===== src/rtl/lmt_pkg.sv =====
// Shared types and constants of the LCD mode timing and register block.
// No dependencies.
package lmt_pkg;

    localparam int ACC_W  = 12;
    localparam int BYTE_W = 8;

    typedef enum logic [1:0] {
        MODE_HBLANK = 2'd0,
        MODE_VBLANK = 2'd1,
        MODE_OAM    = 2'd2,
        MODE_XFER   = 2'd3
    } mode_t;

    localparam logic [1:0] FUNC_TICK  = 2'd0;
    localparam logic [1:0] FUNC_WRITE = 2'd1;
    localparam logic [1:0] FUNC_READ  = 2'd2;

    localparam logic [7:0] ADDR_LCDC = 8'h40;
    localparam logic [7:0] ADDR_STAT = 8'h41;
    localparam logic [7:0] ADDR_SCY  = 8'h42;
    localparam logic [7:0] ADDR_SCX  = 8'h43;
    localparam logic [7:0] ADDR_LY   = 8'h44;
    localparam logic [7:0] ADDR_LYC  = 8'h45;
    localparam logic [7:0] ADDR_BGP  = 8'h47;

    localparam logic [ACC_W-1:0] CYC_OAM    = 12'd80;
    localparam logic [ACC_W-1:0] CYC_XFER   = 12'd172;
    localparam logic [ACC_W-1:0] CYC_HBLANK = 12'd204;
    localparam logic [ACC_W-1:0] CYC_LINE   = 12'd456;

    localparam logic [7:0] LINE_VBLANK_START = 8'd144;
    localparam logic [7:0] LINE_FRAME_END    = 8'd153;

    // Timing state handed into the tick logic.
    typedef struct packed {
        logic [ACC_W-1:0] acc;
        mode_t            mode;
        logic [7:0]       line;
        logic [7:0]       line_compare;
        logic [3:0]       stat_en;
        logic             match;
    } timing_state_t;

    // Timing state and pulses after one tick.
    typedef struct packed {
        logic [ACC_W-1:0] acc;
        mode_t            mode;
        logic [7:0]       line;
        logic             match;
        logic             vblank_irq;
        logic             stat_irq;
        logic             line_done;
        logic             frame_done;
    } tick_result_t;

endpackage


===== src/rtl/lmt_timing.sv =====
// Tick logic: saturating cycle accumulate, one mode step, line and compare update.
// Depends on lmt_pkg.
module lmt_timing
    import lmt_pkg::*;
(
    input  timing_state_t    cur,
    input  logic [BYTE_W-1:0] elapsed_cycles,
    output tick_result_t     nxt
);

    logic [ACC_W:0]   sum;
    logic [ACC_W-1:0] acc_sat;
    logic [ACC_W-1:0] thr;
    logic             done;
    logic [ACC_W-1:0] acc_left;
    logic [7:0]       line_inc;

    assign sum      = {1'b0, cur.acc} + {{(ACC_W + 1 - BYTE_W){1'b0}}, elapsed_cycles};
    assign acc_sat  = sum[ACC_W] ? {ACC_W{1'b1}} : sum[ACC_W-1:0];
    assign done     = (acc_sat >= thr);
    assign acc_left = acc_sat - thr;
    assign line_inc = cur.line + 8'd1;

    always_comb
    begin
        unique case (cur.mode)
            MODE_HBLANK: thr = CYC_HBLANK;
            MODE_VBLANK: thr = CYC_LINE;
            MODE_OAM:    thr = CYC_OAM;
            MODE_XFER:   thr = CYC_XFER;
            default:     thr = CYC_LINE;
        endcase
    end

    always_comb
    begin
        nxt.acc        = done ? acc_left : acc_sat;
        nxt.mode       = cur.mode;
        nxt.line       = cur.line;
        nxt.match      = cur.match;
        nxt.vblank_irq = 1'b0;
        nxt.stat_irq   = 1'b0;
        nxt.line_done  = 1'b0;
        nxt.frame_done = 1'b0;
        if (done)
        begin
            unique case (cur.mode)
                MODE_HBLANK:
                begin
                    nxt.line_done = 1'b1;
                    nxt.line      = line_inc;
                    if (line_inc == LINE_VBLANK_START)
                    begin
                        nxt.mode       = MODE_VBLANK;
                        nxt.vblank_irq = 1'b1;
                    end
                    else
                    begin
                        nxt.mode     = MODE_OAM;
                        nxt.stat_irq = cur.stat_en[2];
                    end
                end
                MODE_VBLANK:
                begin
                    nxt.line = line_inc;
                    if (line_inc == LINE_FRAME_END)
                    begin
                        nxt.line       = 8'd0;
                        nxt.mode       = MODE_OAM;
                        nxt.frame_done = 1'b1;
                    end
                end
                MODE_OAM:
                begin
                    nxt.mode = MODE_XFER;
                end
                MODE_XFER:
                begin
                    nxt.match    = (cur.line == cur.line_compare);
                    nxt.stat_irq = cur.stat_en[0]
                                   | ((cur.line == cur.line_compare) & cur.stat_en[3]);
                    nxt.mode     = MODE_HBLANK;
                end
                default:
                begin
                    nxt.mode = cur.mode;
                end
            endcase
        end
    end

endmodule


===== src/rtl/lcd_mode_timing_registers_unit.sv =====
// Top level of the LCD mode timing and register block.
// Depends on lmt_pkg and lmt_timing.
//
// Usage
//   Slave channel s_*: one word per tick, register write or register read.
//   s_tuser selects the kind (0 tick, 1 write, 2 read); s_tdata carries the
//   register address, the write byte and the elapsed cycle count.
//   Master channel m_*: exactly one result word per input word, in order,
//   with the read byte, the mode after the word and four pulse flags.
//   Path: an accepted word is held in the input register, worked on by the
//   decode and tick logic and lands in the result register when it advances,
//   from where its result is offered on the m_* channel.
//   Throughput: one word per clock unless m_* stalls; the state update is a
//   single add, compare and subtract between the input and result registers.
//   Stall: while the result register holds an untaken word, the word in the
//   input register waits and s_tready drops; when m_tready returns both
//   stages advance together, so no cycle is lost.
//   Reset: rst_n clears both valid flags, puts the mode in VBLANK and
//   clears the accumulator, line counter and all other block state registers.
module lcd_mode_timing_registers_unit
    import lmt_pkg::*;
(
    input  logic        clk,
    input  logic        rst_n,
    input  logic        s_tvalid,
    output logic        s_tready,
    input  logic [23:0] s_tdata,  // reg_addr[7:0], write_data[15:8], elapsed_cycles[23:16]
    input  logic [1:0]  s_tuser,  // func[1:0]
    output logic        m_tvalid,
    input  logic        m_tready,
    output logic [15:0] m_tdata   // read_data[7:0], lcd_mode[9:8], vblank_irq[10],
                                  // stat_irq[11], line_done[12], frame_done[13], zero[15:14]
);

    // input register
    logic        in_valid_reg, in_valid_next;
    logic [1:0]  in_func_reg;
    logic [7:0]  in_addr_reg;
    logic [7:0]  in_data_reg;
    logic [7:0]  in_cyc_reg;

    // result register
    logic        out_valid_reg, out_valid_next;
    logic [15:0] out_data_reg;

    // block state
    logic [ACC_W-1:0] acc_reg;
    mode_t            mode_reg;
    logic [7:0]       line_reg;
    logic [7:0]       lyc_reg;
    logic [7:0]       scy_reg;
    logic [7:0]       scx_reg;
    logic [7:0]       lcdc_reg;
    logic [3:0]       stat_en_reg;
    logic             match_reg;
    logic [7:0]       bgp_reg;

    logic             s_accept;
    logic             advance;
    logic             do_tick;
    logic             do_write;
    logic             do_read;
    logic [7:0]       rd_byte;
    timing_state_t    tcur;
    tick_result_t     tnxt;
    mode_t            mode_after;
    logic [15:0]      result;

    // Advance the item when the result register is empty or being drained.
    assign advance  = in_valid_reg & (~out_valid_reg | m_tready);
    assign s_tready = ~in_valid_reg | advance;
    assign s_accept = s_tvalid & s_tready;

    assign do_tick  = advance & (in_func_reg == FUNC_TICK) & lcdc_reg[7];
    assign do_write = advance & (in_func_reg == FUNC_WRITE);
    assign do_read  = (in_func_reg == FUNC_READ);

    assign tcur.acc          = acc_reg;
    assign tcur.mode         = mode_reg;
    assign tcur.line         = line_reg;
    assign tcur.line_compare = lyc_reg;
    assign tcur.stat_en      = stat_en_reg;
    assign tcur.match        = match_reg;

    lmt_timing u_timing
    (
        .cur            (tcur),
        .elapsed_cycles (in_cyc_reg),
        .nxt            (tnxt)
    );

    // Register read mux; bg palette is write only.
    always_comb
    begin
        unique case (in_addr_reg)
            ADDR_LCDC: rd_byte = lcdc_reg;
            ADDR_STAT: rd_byte = {1'b0, stat_en_reg, match_reg, mode_reg};
            ADDR_SCY:  rd_byte = scy_reg;
            ADDR_SCX:  rd_byte = scx_reg;
            ADDR_LY:   rd_byte = line_reg;
            ADDR_LYC:  rd_byte = lyc_reg;
            default:   rd_byte = 8'd0;
        endcase
    end

    assign mode_after = do_tick ? tnxt.mode : mode_reg;

    always_comb
    begin
        result        = 16'd0;
        result[7:0]   = do_read ? rd_byte : 8'd0;
        result[9:8]   = mode_after;
        result[10]    = do_tick & tnxt.vblank_irq;
        result[11]    = do_tick & tnxt.stat_irq;
        result[12]    = do_tick & tnxt.line_done;
        result[13]    = do_tick & tnxt.frame_done;
    end

    always_comb
    begin
        in_valid_next = in_valid_reg;
        if (s_accept)
        begin
            in_valid_next = 1'b1;
        end
        else if (advance)
        begin
            in_valid_next = 1'b0;
        end
        out_valid_next = advance | (out_valid_reg & ~m_tready);
    end

    always_ff @(posedge clk or negedge rst_n)
    begin
        if (!rst_n)
        begin
            in_valid_reg  <= 1'b0;
            out_valid_reg <= 1'b0;
        end
        else
        begin
            in_valid_reg  <= in_valid_next;
            out_valid_reg <= out_valid_next;
        end
    end

    // Payload registers: load the input word on accept, the result on advance.
    always_ff @(posedge clk)
    begin
        if (s_accept)
        begin
            in_func_reg <= s_tuser;
            in_addr_reg <= s_tdata[7:0];
            in_data_reg <= s_tdata[15:8];
            in_cyc_reg  <= s_tdata[23:16];
        end
        if (advance)
        begin
            out_data_reg <= result;
        end
    end

    // Block state: update in the cycle the word leaves the input register.
    always_ff @(posedge clk or negedge rst_n)
    begin
        if (!rst_n)
        begin
            acc_reg     <= '0;
            mode_reg    <= MODE_VBLANK;
            line_reg    <= 8'd0;
            lyc_reg     <= 8'd0;
            scy_reg     <= 8'd0;
            scx_reg     <= 8'd0;
            lcdc_reg    <= 8'd0;
            stat_en_reg <= 4'd0;
            match_reg   <= 1'b0;
            bgp_reg     <= 8'd0;
        end
        else if (do_tick)
        begin
            acc_reg   <= tnxt.acc;
            mode_reg  <= tnxt.mode;
            line_reg  <= tnxt.line;
            match_reg <= tnxt.match;
        end
        else if (do_write)
        begin
            unique case (in_addr_reg)
                ADDR_LCDC: lcdc_reg    <= in_data_reg;
                ADDR_STAT: stat_en_reg <= in_data_reg[6:3];
                ADDR_SCY:  scy_reg     <= in_data_reg;
                ADDR_SCX:  scx_reg     <= in_data_reg;
                ADDR_LYC:  lyc_reg     <= in_data_reg;
                ADDR_BGP:  bgp_reg     <= in_data_reg;
                default:   bgp_reg     <= bgp_reg;
            endcase
        end
    end

    assign m_tvalid = out_valid_reg;
    assign m_tdata  = out_data_reg;

endmodule


===== config.mk =====
export PLATFORM = sky130hd
export DESIGN_NAME = lcd_mode_timing_registers_unit
export DESIGN_NICKNAME = d
export VERILOG_FILES = /design/src/rtl/lmt_pkg.sv /design/src/rtl/lmt_timing.sv /design/src/rtl/lcd_mode_timing_registers_unit.sv
export SDC_FILE = /design/constraint.sdc
export NUM_CORES = 1
export LEC_CHECK = 0
export BUFFER_PORTS_ARGS = -buffer_cell sky130_fd_sc_hd__clkbuf_2
export CAP_MARGIN = 20
export CORE_MARGIN = 4
export CORE_UTILIZATION = 45
export DETAILED_ROUTE_END_ITERATION = 8
export HOLD_SLACK_MARGIN = 0.08
export PLACE_DENSITY = 0.68
export SLEW_MARGIN = 5
export SYNTH_ARGS = -nofsm -noshare
export SYNTH_HDL_FRONTEND = slang
export SYNTH_SLANG_ARGS = --single-unit

===== constraint.sdc =====
create_clock -name clk -period 5.48 [get_ports clk]
set_input_delay 1.644 -clock clk [delete_from_list [all_inputs] [get_ports clk]]
set_output_delay 1.644 -clock clk [all_outputs]
set_load 0.02 [all_outputs]

==> results of run 1 <==
## final cells by class
cell class / instances / area, sq um / area share (%)
clock buffers: 11 / 232.7 / 3.799
clock inverters: 5 / 82.58 / 1.348
inverters: 13 / 48.80 / 0.7966
multi-input cells: 333 / 2586 / 42.22
flip-flops and latches: 101 / 2729 / 44.55
well taps: 147 / 183.9 / 3.002
repair buffers: 50 / 262.8 / 4.289
## cells by family after synthesis
| logic type | Yosys count |
|---|---|
| xor gates and xnor gates | 21 |
| adders and majority gates | 25 |
| AOI/OAI and AO/OA | 119 |
| muxes | 43 |
| and+or+nand+nor | 123 |
| buffers and inverters | 38 |
| other | 1 |
| DFF | 101 |
## through the flow
| stage | worst slack (ns) | instances |
|---|---|---|
| final | 1.059 | 660 |
| after global placement | 1.291 | 644 |
| after CTS | 1.080 | 660 |
| after detailed placement | 1.135 | 644 |
| after floorplan | 1.714 | 472 |
| after global routing | 0.7637 | 660 |
## per-layer routing
metal | track usage [%] | up-vias
li1 | - | 1837
met1 | 24.40 | 1955
met2 | 29.76 | 110
met3 | 3.971 | 21
met4 | 7.603 | 0
met5 | 0 | -
## critical path, stage by stage (launching register included)
cell	delay, ns
dfrtp_1	0.39
ha_1	0.43
o211ai_2	0.15
or3_4	0.42
a21oi_4	0.31
nor2_1	0.12
ha_1	0.25
fa_1	0.38
nand2b_1	0.19
a21oi_1	0.20
o21a_1	0.16
o21a_1	0.23
a211o_1	0.50
o21ai_2	0.15
o22a_1	0.26
## Yosys cell counts (3+ instances only)
cell,n,share of area [%]
dfrtp_1,60,27
edfxtp_1,40,22
mux2_2,39,8.0
nor2_1,24,1.6
ha_1,23,5.2
nand2_1,23,1.6
a22oi_1,22,3.0
o21ai_0,17,1.6
a21oi_1,14,1.3
xnor2_1,14,2.2
inv_1,13,0.89
clkbuf_1,12,0.82
a31oi_1,11,1.3
nand3_1,10,0.91
nand4_1,10,1.1
nor3_1,9,0.82
buf_2,7,0.64
nor2b_1,7,0.80
o211ai_1,7,0.96
o21ai_1,7,0.64
xor2_1,7,1.1
and3_1,6,0.68
nand2b_1,5,0.57
o21a_1,5,0.68
and3b_1,3,0.48
buf_4,3,0.41
nand3b_1,3,0.41
nor4_1,3,0.34
## worst paths after layout
kind | startpoint | end | slack (ns)
max in group asynchronous | rst_n | acc_reg[0] | 3.18
worst max register to register | acc_reg[5] | m_tdata[9] | 1.06
worst min-delay path | acc_reg[0] | acc_reg[0] | 0.48
worst max-delay path | acc_reg[5] | m_tdata[9] | 1.06
worst min register to register | acc_reg[0] | acc_reg[0] | 0.48
min in group asynchronous | rst_n | acc_reg[11] | 1.35
## power groups by stage
stage	clock network (uW)	registers [uW]	logic [uW]
after floorplan	0	854	111
after global placement	0	849	168
after global routing	734	838	192
final	683	835	172
after detailed placement	0	850	172
after CTS	701	835	173
==> flow_summary.json, run 1 <==
{
  "synth_top_family_by_area": "compound AO/OA/AOI/OAI gates",
  "p_leak_uw": 0.002545,
  "drtPass1Iterations": 5,
  "synthToLayoutAreaGrowth_pct": 11.65,
  "routed_wl_mm": 12.41,
  "power_uw": 1690,
  "cp_max_fo": 15,
  "syn_inst": 471,
  "drv_slew": 0,
  "synthAdderAreaFrac_pct": 5.975,
  "synth-compound-area-share_pct": 16.37,
  "setup_viol": 0,
  "layout_common_cells": "dfrtp_1 (60), clkbuf_2 (45), edfxtp_1 (40)",
  "wl_per_cell_um": 18.80,
  "min_period_over_period_pct": 80.67,
  "cts.reportedPaths.clkPinSlew_ns": 0.07,
  "met2_length_mm": 6.042,
  "num_vias": 3923,
  "crit_type": "register to register",
  "antenna_found_initial": 0,
  "layout.cells.most_common": "dfrtp_1",
  "ys.flop_type": "dfrtp_1",
  "initial_utilization_pct": 45.87,
  "drt_iter0_markers": 341,
  "holdWs_ns": 0.4841,
  "n_antenna_cell": 0,
  "hold_buffers": 0,
  "skew_ns": 0.007759,
  "cts_buffer_depth": 2,
  "cts_sinks": 101,
  "top_layer_used": "met4",
  "pwr-share-seq_pct": 49.4,
  "htree_num_levels": 3,
  "grt_pass1_vias": 4034,
  "globalRouteOverflowTotal": 0,
  "outcome": "finished clean",
  "synth_edf_count": 40,
  "wl_met1_mm": 5.528,
  "ys_types": 75,
  "drc": 0,
  "cts_setup_buffers": 0,
  "clkPwrFrac_pct": 40.4,
  "tightest_slew_ns": 0.9679,
  "ant_nets": 0,
  "power.switching_uw": 409.3,
  "ys_ff_latch": 101,
  "ys_async_sr_fraction_pct": 60.40,
  "worstHoldPathCells": 2,
  "ctsResizeCount": 0,
  "setup_tns_ns": 0,
  "rsz0062_at_grt": "false",
  "power_frac_comb_pct": 10.2,
  "critPathArrivalTime_ns": 4.51,
  "p_int_uw": 1280,
  "slew_headroom_pct": 35.41,
  "numCtsBuffers": 9,
  "hp-class": "register to register",
  "final_area_sq_um": 6126,
  "period_minus_slack_ns": 4.421,
  "rows": 40,
  "synth_xor_xnor_area_share_pct": 3.352,
  "synth_area_per_cell_sq_um": 11.65,
  "largest_register_ffs": 14,
  "io_pins": 48,
  "max_cap_violations": 0,
  "ctsRootBufferMaster": "clkbuf_16",
  "nFillCells": 1067,
  "ff2ff_path_depth": 14,
  "critPathLaunchType": "register",
  "synthSimpleGateAreaFrac_pct": 12.41,
  "fmax_mhz": 226.2,
  "routabilityCongestion": 0.8728,
  "die_w_um": 118.4,
  "grtUsageTotal_pct": 18.51,
  "critPathCaptureType": "register",
  "die-area_sq_um": 14020,
  "grt_first_pass_wirelength_mm": 20.67,
  "ir_drop_uv": 191.7,
  "layout-drive-gt1-share_pct": 24.76,
  "switching_share_pct": 24.22,
  "ys_warn_count": 0,
  "die_h_um": 118.4,
  "yosysSeqAreaShare_pct": 49.74,
  "nNetsFinal": 563,
  "crit_required_ns": 5.57,
  "p_per_area_nw_per_um2": 275.8,
  "final_core_util_pct": 51.21,
  "dp_hpwl_mm": 9.014,
  "synthMuxAreaShare_pct": 8.848,
  "wl_met3_um": 597,
  "clk_latency_ns": 0.35,
  "core-area_sq_um": 11960,
  "hold_viol": 0,
  "grt_max_degree": 33,
  "tritoncts": "yes",
  "dpl_cell_area_sq_um": 5811,
  "vias_per_cell": 5.944,
  "portBuffers": 45,
  "synth_area_sq_um": 5487
}
Note: power is estimated with default switching activity, not from simulation.
==> run 2, diff against run 1 <==
==> constraint.sdc (replaced) <==
create_clock -name clk -period 4.56 [get_ports clk]
set_input_delay 1.368 -clock clk [delete_from_list [all_inputs] [get_ports clk]]
set_output_delay 1.368 -clock clk [all_outputs]
set_load 0.02 [all_outputs]
==> run 2 against run 1 <==
Against the previous run: hold slack improved by 0.0077 ns; worst setup slack got worse by 0.75 ns; critical path type unchanged; total power increased by 18%; final cell count rose by 0.61%.
==> flow_summary.json, run 2 (same netlist as run 1, synthesis figures left out) <==
{
  "outcome": "finished clean",
  "worstHoldPathCells": 2,
  "htree_num_levels": 3,
  "layout_common_cells": "dfrtp_1 (60), clkbuf_2 (45), edfxtp_1 (40)",
  "min_period_over_period_pct": 93.31,
  "initial_utilization_pct": 45.87,
  "power_frac_comb_pct": 10.7,
  "cts.reportedPaths.clkPinSlew_ns": 0.07,
  "drt_iter0_markers": 219,
  "largest_register_ffs": 14,
  "clk_latency_ns": 0.35,
  "critPathCaptureType": "register",
  "hold_viol": 0,
  "slew_headroom_pct": 43.46,
  "switching_share_pct": 25.30,
  "cts_setup_buffers": 0,
  "io_pins": 48,
  "core-area_sq_um": 11960,
  "clkPwrFrac_pct": 39.1,
  "r2r_slack_ns": 0.31,
  "drtPass1Iterations": 7,
  "dp_hpwl_mm": 8.922,
  "drc": 0,
  "crit_required_ns": 4.66,
  "globalRouteOverflowTotal": 0,
  "wl_per_cell_um": 18.34,
  "ctsRootBufferMaster": "clkbuf_16",
  "skew_ns": 0.007591,
  "max_cap_violations": 0,
  "critPathArrivalTime_ns": 4.35,
  "portBuffers": 45,
  "hp-class": "register to register",
  "p_per_area_nw_per_um2": 325.5,
  "synthToLayoutAreaGrowth_pct": 11.86,
  "p_int_uw": 1492,
  "ant_nets": 0,
  "die_h_um": 118.4,
  "crit_type": "register to register",
  "rsz0062_at_grt": "false",
  "hold_path_end": "acc_reg[4]",
  "setup_viol": 0,
  "fmax_mhz": 235.0,
  "min-delay-start": "acc_reg[4]",
  "cts_buffer_depth": 2,
  "pwr-share-seq_pct": 50.3,
  "reg2reg_to": "m_tdata[9]",
  "ir_drop_uv": 233.5,
  "antenna_found_initial": 0,
  "grt_first_pass_wirelength_mm": 20.32,
  "ff2ff_path_depth": 15,
  "stdcell_count": 664,
  "dpl_cell_area_sq_um": 5838,
  "n_antenna_cell": 0,
  "ctsResizeCount": 0,
  "routed_wl_mm": 12.18,
  "nNetsFinal": 567,
  "period_minus_slack_ns": 4.255,
  "cp_max_fo": 11,
  "numCtsBuffers": 9,
  "rows": 40,
  "critPathLaunchType": "register",
  "layout.cells.most_common": "dfrtp_1",
  "grtUsageTotal_pct": 18.16,
  "grt_pass1_vias": 3928,
  "die-area_sq_um": 14020,
  "num_vias": 3947,
  "power.switching_uw": 505.3,
  "r2r-start": "in_cyc_reg[0]",
  "dp.cells": 648,
  "grt_max_degree": 29,
  "cts_sinks": 101,
  "final_area_sq_um": 6137,
  "p_leak_uw": 0.002560,
  "routabilityCongestion": 0.8925,
  "drv_slew": 0,
  "vias_per_cell": 5.944,
  "setup_tns_ns": 0,
  "tightest_slew_ns": 0.8463,
  "die_w_um": 118.4,
  "tritoncts": "yes",
  "hold_buffers": 0,
  "layout-drive-gt1-share_pct": 25.34
}
-- run 2: cell types whose count changed in the layout (fill, tap and decap cells not counted), sizes merged --
cell,previous run,this run
bufinv,2,1
clkinv,1,2
buf,5,9
clkbuf,56,55
inv,15,16
-- run 2: worst max path at each step --
| stage | start | end | slack [ns] | cells past startpoint |
|---|---|---|---|---|
| global route | in_cyc_reg[0] | m_tdata[9] | 0.05 | 15 |
| detailed placement | in_cyc_reg[0] | m_tdata[9] | 0.37 | 15 |
| floorplan | acc_reg[5] | m_tdata[8] | 0.79 | 15 |
| CTS | in_cyc_reg[0] | m_tdata[9] | 0.34 | 15 |
| finish | in_cyc_reg[0] | m_tdata[9] | 0.31 | 15 |
| global placement | in_cyc_reg[0] | m_tdata[9] | 0.49 | 15 |
-- run 2: layer usage --
layer,global-route usage (%),vias to the layer above,share of wire [%]
li1,-,1848,-
met5,0,-,0
met2,29.12,125,47
met3,4.019,20,5.3
met1,24.79,1954,46
met4,5.431,0,1.6
-- run 2: through the flow --
step	power (uW)	hold slack (ns)	setup WS, ns	utilization [%]
after floorplan	1160	0.4428	0.7941	-
after global placement	1227	0.4589	0.4924	48.81
after detailed placement	1234	0.4820	0.3730	48.81
final	1997	0.4918	0.3052	51.31
after global routing	2087	0.5295	0.04950	51.31
after CTS	2014	0.4977	0.3388	51.31
-- run 2: final cells by class --
cell class	count	area, sq um
Fill cell	1044	5824
Clock buffer	10	229.0
Multi-Input combinational cell	333	2584
Inverter	13	48.80
Tap cell	147	183.9
Sequential cell	101	2729
Clock inverter	6	70.07
Timing Repair Buffer	54	292.8
-- run 2: power groups by stage --
stage	sequential [uW]	combinational [uW]	clock, uW
final	1000	213	780
after global routing	1010	238	842
after CTS	1000	213	798
after detailed placement	1020	211	0
after global placement	1020	206	0
after floorplan	1030	133	0
-- run 2: critical path: stages, from the launching register on --
cell and delay, ns:
edfxtp_1 0.38, ha_1 0.26, fa_1 0.45, a211oi_2 0.28, or3_4 0.20, a21oi_4 0.10
nor2_1 0.17, ha_1 0.20, fa_1 0.20, nand2b_1 0.16, a21oi_1 0.10, o21a_1 0.19
o21a_1 0.25, a211oi_4 0.61, a221oi_1 0.21, o22a_1 0.23
==> run 3, diff against run 2 <==
--- a/config.mk
+++ b/config.mk
@@ -7,11 +7,12 @@
 export LEC_CHECK = 0
 export BUFFER_PORTS_ARGS = -buffer_cell sky130_fd_sc_hd__clkbuf_2
 export CAP_MARGIN = 20
+export CORE_ASPECT_RATIO = 1.75
 export CORE_MARGIN = 4
 export CORE_UTILIZATION = 45
 export DETAILED_ROUTE_END_ITERATION = 8
 export HOLD_SLACK_MARGIN = 0.08
-export PLACE_DENSITY = 0.68
+export PLACE_DENSITY = 0.64
 export SLEW_MARGIN = 5
 export SYNTH_ARGS = -nofsm -noshare
 export SYNTH_HDL_FRONTEND = slang
==> run 3 against run 2 <==
Against the previous run: via count increased by 0.10%; worst setup slack improved by 0.073 ns; register-to-register slack improved by 0.07 ns; core utilization up 0.11 points; combinational power grew 3%; fmax is 1.7% higher; count of clock-buffer cells in the layout stayed put; non-clock buffer count increased by 1; sequential cell count is the same; critical path type unchanged; critical endpoint is now line_reg[6]; largest power group unchanged.
==> flow_summary.json, run 3 (same netlist as run 1, synthesis figures left out) <==
{
  "drc": 0,
  "min-delay-start": "acc_reg[0]",
  "layout.cells.most_common": "dfrtp_1",
  "die-area_sq_um": 14090,
  "r2r_slack_ns": 0.38,
  "ir_drop_uv": 167.9,
  "skew_ns": 0.007391,
  "tightest_slew_ns": 0.8814,
  "r2r-start": "acc_reg[5]",
  "dp.cells": 665,
  "vias_per_cell": 5.785,
  "hold_viol": 0,
  "power_frac_comb_pct": 11.0,
  "antenna_found_initial": 0,
  "period_minus_slack_ns": 4.182,
  "core-area_sq_um": 12000,
  "drv_slew": 0,
  "outcome": "finished clean",
  "routed_wl_mm": 13.10,
  "grt_max_degree": 40,
  "slew_headroom_pct": 40.62,
  "crit_required_ns": 4.83,
  "rsz0062_at_grt": "false",
  "routabilityCongestion": 0.9242,
  "critPathCaptureType": "register",
  "cts.reportedPaths.clkPinSlew_ns": 0.07,
  "io_pins": 48,
  "hp-class": "register to register",
  "numCtsBuffers": 9,
  "fmax_mhz": 239.1,
  "reg2reg_to": "line_reg[6]",
  "stdcell_count": 683,
  "largest_register_ffs": 14,
  "portBuffers": 45,
  "layout-drive-gt1-share_pct": 25.68,
  "ctsResizeCount": 0,
  "ant_nets": 0,
  "crit_chain": "ha_1, o211ai_2, or3_4, a21oi_4, nor2_1, ha_1, fa_1, nand2b_1, a21oi_1, o21a_1, o21a_1, a211oi_4, buf_4, a2111oi_4, xor2_1",
  "crit_slowest_cell": "ha_1",
  "layout_common_cells": "dfrtp_1 (60), clkbuf_2 (45), edfxtp_1 (40)",
  "critPathLaunchType": "register",
  "critPathArrivalTime_ns": 4.45,
  "cp_max_fo": 10,
  "cts_buffer_depth": 2,
  "drt_iter0_markers": 224,
  "num_vias": 3951,
  "power.switching_uw": 529.7,
  "dp_hpwl_mm": 9.875,
  "cp_num_cells": 15,
  "pwr-share-seq_pct": 50.0,
  "p_leak_uw": 0.002562,
  "wl_per_cell_um": 19.19,
  "min_period_over_period_pct": 91.71,
  "max_stage_delay_ns": 0.41,
  "p_per_area_nw_per_um2": 324.9,
  "grt_first_pass_wirelength_mm": 21.98,
  "ff2ff_path_depth": 15,
  "initial_utilization_pct": 45.71,
  "holdWs_ns": 0.4820,
  "tritoncts": "yes",
  "worstHoldPathCells": 2,
  "p_int_uw": 1475,
  "setup_viol": 0,
  "crit_family": "compound AO/OA/AOI/OAI gates",
  "hold_buffers": 0,
  "die_h_um": 154.1,
  "critPathLaunch": "acc_reg[5]",
  "htree_num_levels": 3,
  "globalRouteOverflowTotal": 0,
  "clkPwrFrac_pct": 39.0,
  "hold_path_end": "acc_reg[0]",
  "crit_type": "register to register",
  "nNetsFinal": 568,
  "setup_tns_ns": 0,
  "grt_pass1_vias": 4218,
  "ctsRootBufferMaster": "clkbuf_16",
  "drtPass1Iterations": 4,
  "clk_latency_ns": 0.35,
  "nFillCells": 1060,
  "grtUsageTotal_pct": 19.91,
  "max_cap_violations": 0,
  "rows": 53,
  "n_antenna_cell": 0,
  "cts_sinks": 101,
  "critPathBufInv": 1,
  "die_w_um": 91.47,
  "switching_share_pct": 26.42,
  "synthToLayoutAreaGrowth_pct": 12.47
}
-- run 3: metrics by stage --
| step | power (uW) | worst slack [ns] | instance area (sq um) | utilization [%] |
|---|---|---|---|---|
| after floorplan | 1160 | 0.7941 | 5490 | - |
| after global placement | 1230 | 0.4691 | 5853 | 48.76 |
| after detailed placement | 1235 | 0.3498 | 5853 | 48.76 |
| after CTS | 2015 | 0.3178 | 6156 | 51.29 |
| after global routing | 2089 | 0.006840 | 6171 | 51.41 |
| final | 2005 | 0.3779 | 6171 | 51.41 |
-- run 3: worst max-delay path by stage --
stage	end
2_1_floorplan	m_tdata[8]
3_3_place_gp	m_tdata[8]
3_5_place_dp	m_tdata[8]
4_1_cts	m_tdata[8]
5_1_grt	line_reg[6]
6_report	line_reg[6]
-- run 3: cell type report --
cell class	instances	area [sq um]	area share, %
multi-input combinational	333	2584	41.87
tap	165	206.4	3.345
clock buffer	10	250.2	4.055
sequential	101	2729	44.22
inverter	13	48.80	0.7908
timing repair buffer	55	300.3	4.866
clock inverter	6	52.55	0.8516
-- run 3: what timing repair did --
action,in CTS,in global routing
buffers inserted,0,2
hold endpoints to repair,0,0
endpoints found under the setup margin,0,2
-- run 3: worst register-to-register path, delay by kind of cell (launching register included) --
family | cells | cell delay (ns)
fa+ha+maj | 3 | 1.03
buf+inv | 1 | 0.19
compound gates | 7 | 1.56
xor+xnor | 1 | 0.20
flops | 1 | 0.39
simple gates | 3 | 0.74
-- run 3: power by group through the flow --
stage	sequential (uW)	combinational, uW	clock (uW)
global route	1010	245	836
floorplan	1030	133	0
detailed placement	1020	213	0
finish	1000	220	782
CTS	1000	216	796
global placement	1020	209	0
-- run 3: metal layers --
| layer | up-vias | share of wire, % | global-route usage (%) |
|---|---|---|---|
| li1 | 1847 | - | - |
| met1 | 2004 | 35 | 19.96 |
| met2 | 67 | 58 | 37.98 |
| met3 | 33 | 2.1 | 3.182 |
| met4 | 0 | 4.6 | 11.08 |
| met5 | - | 0 | 0 |
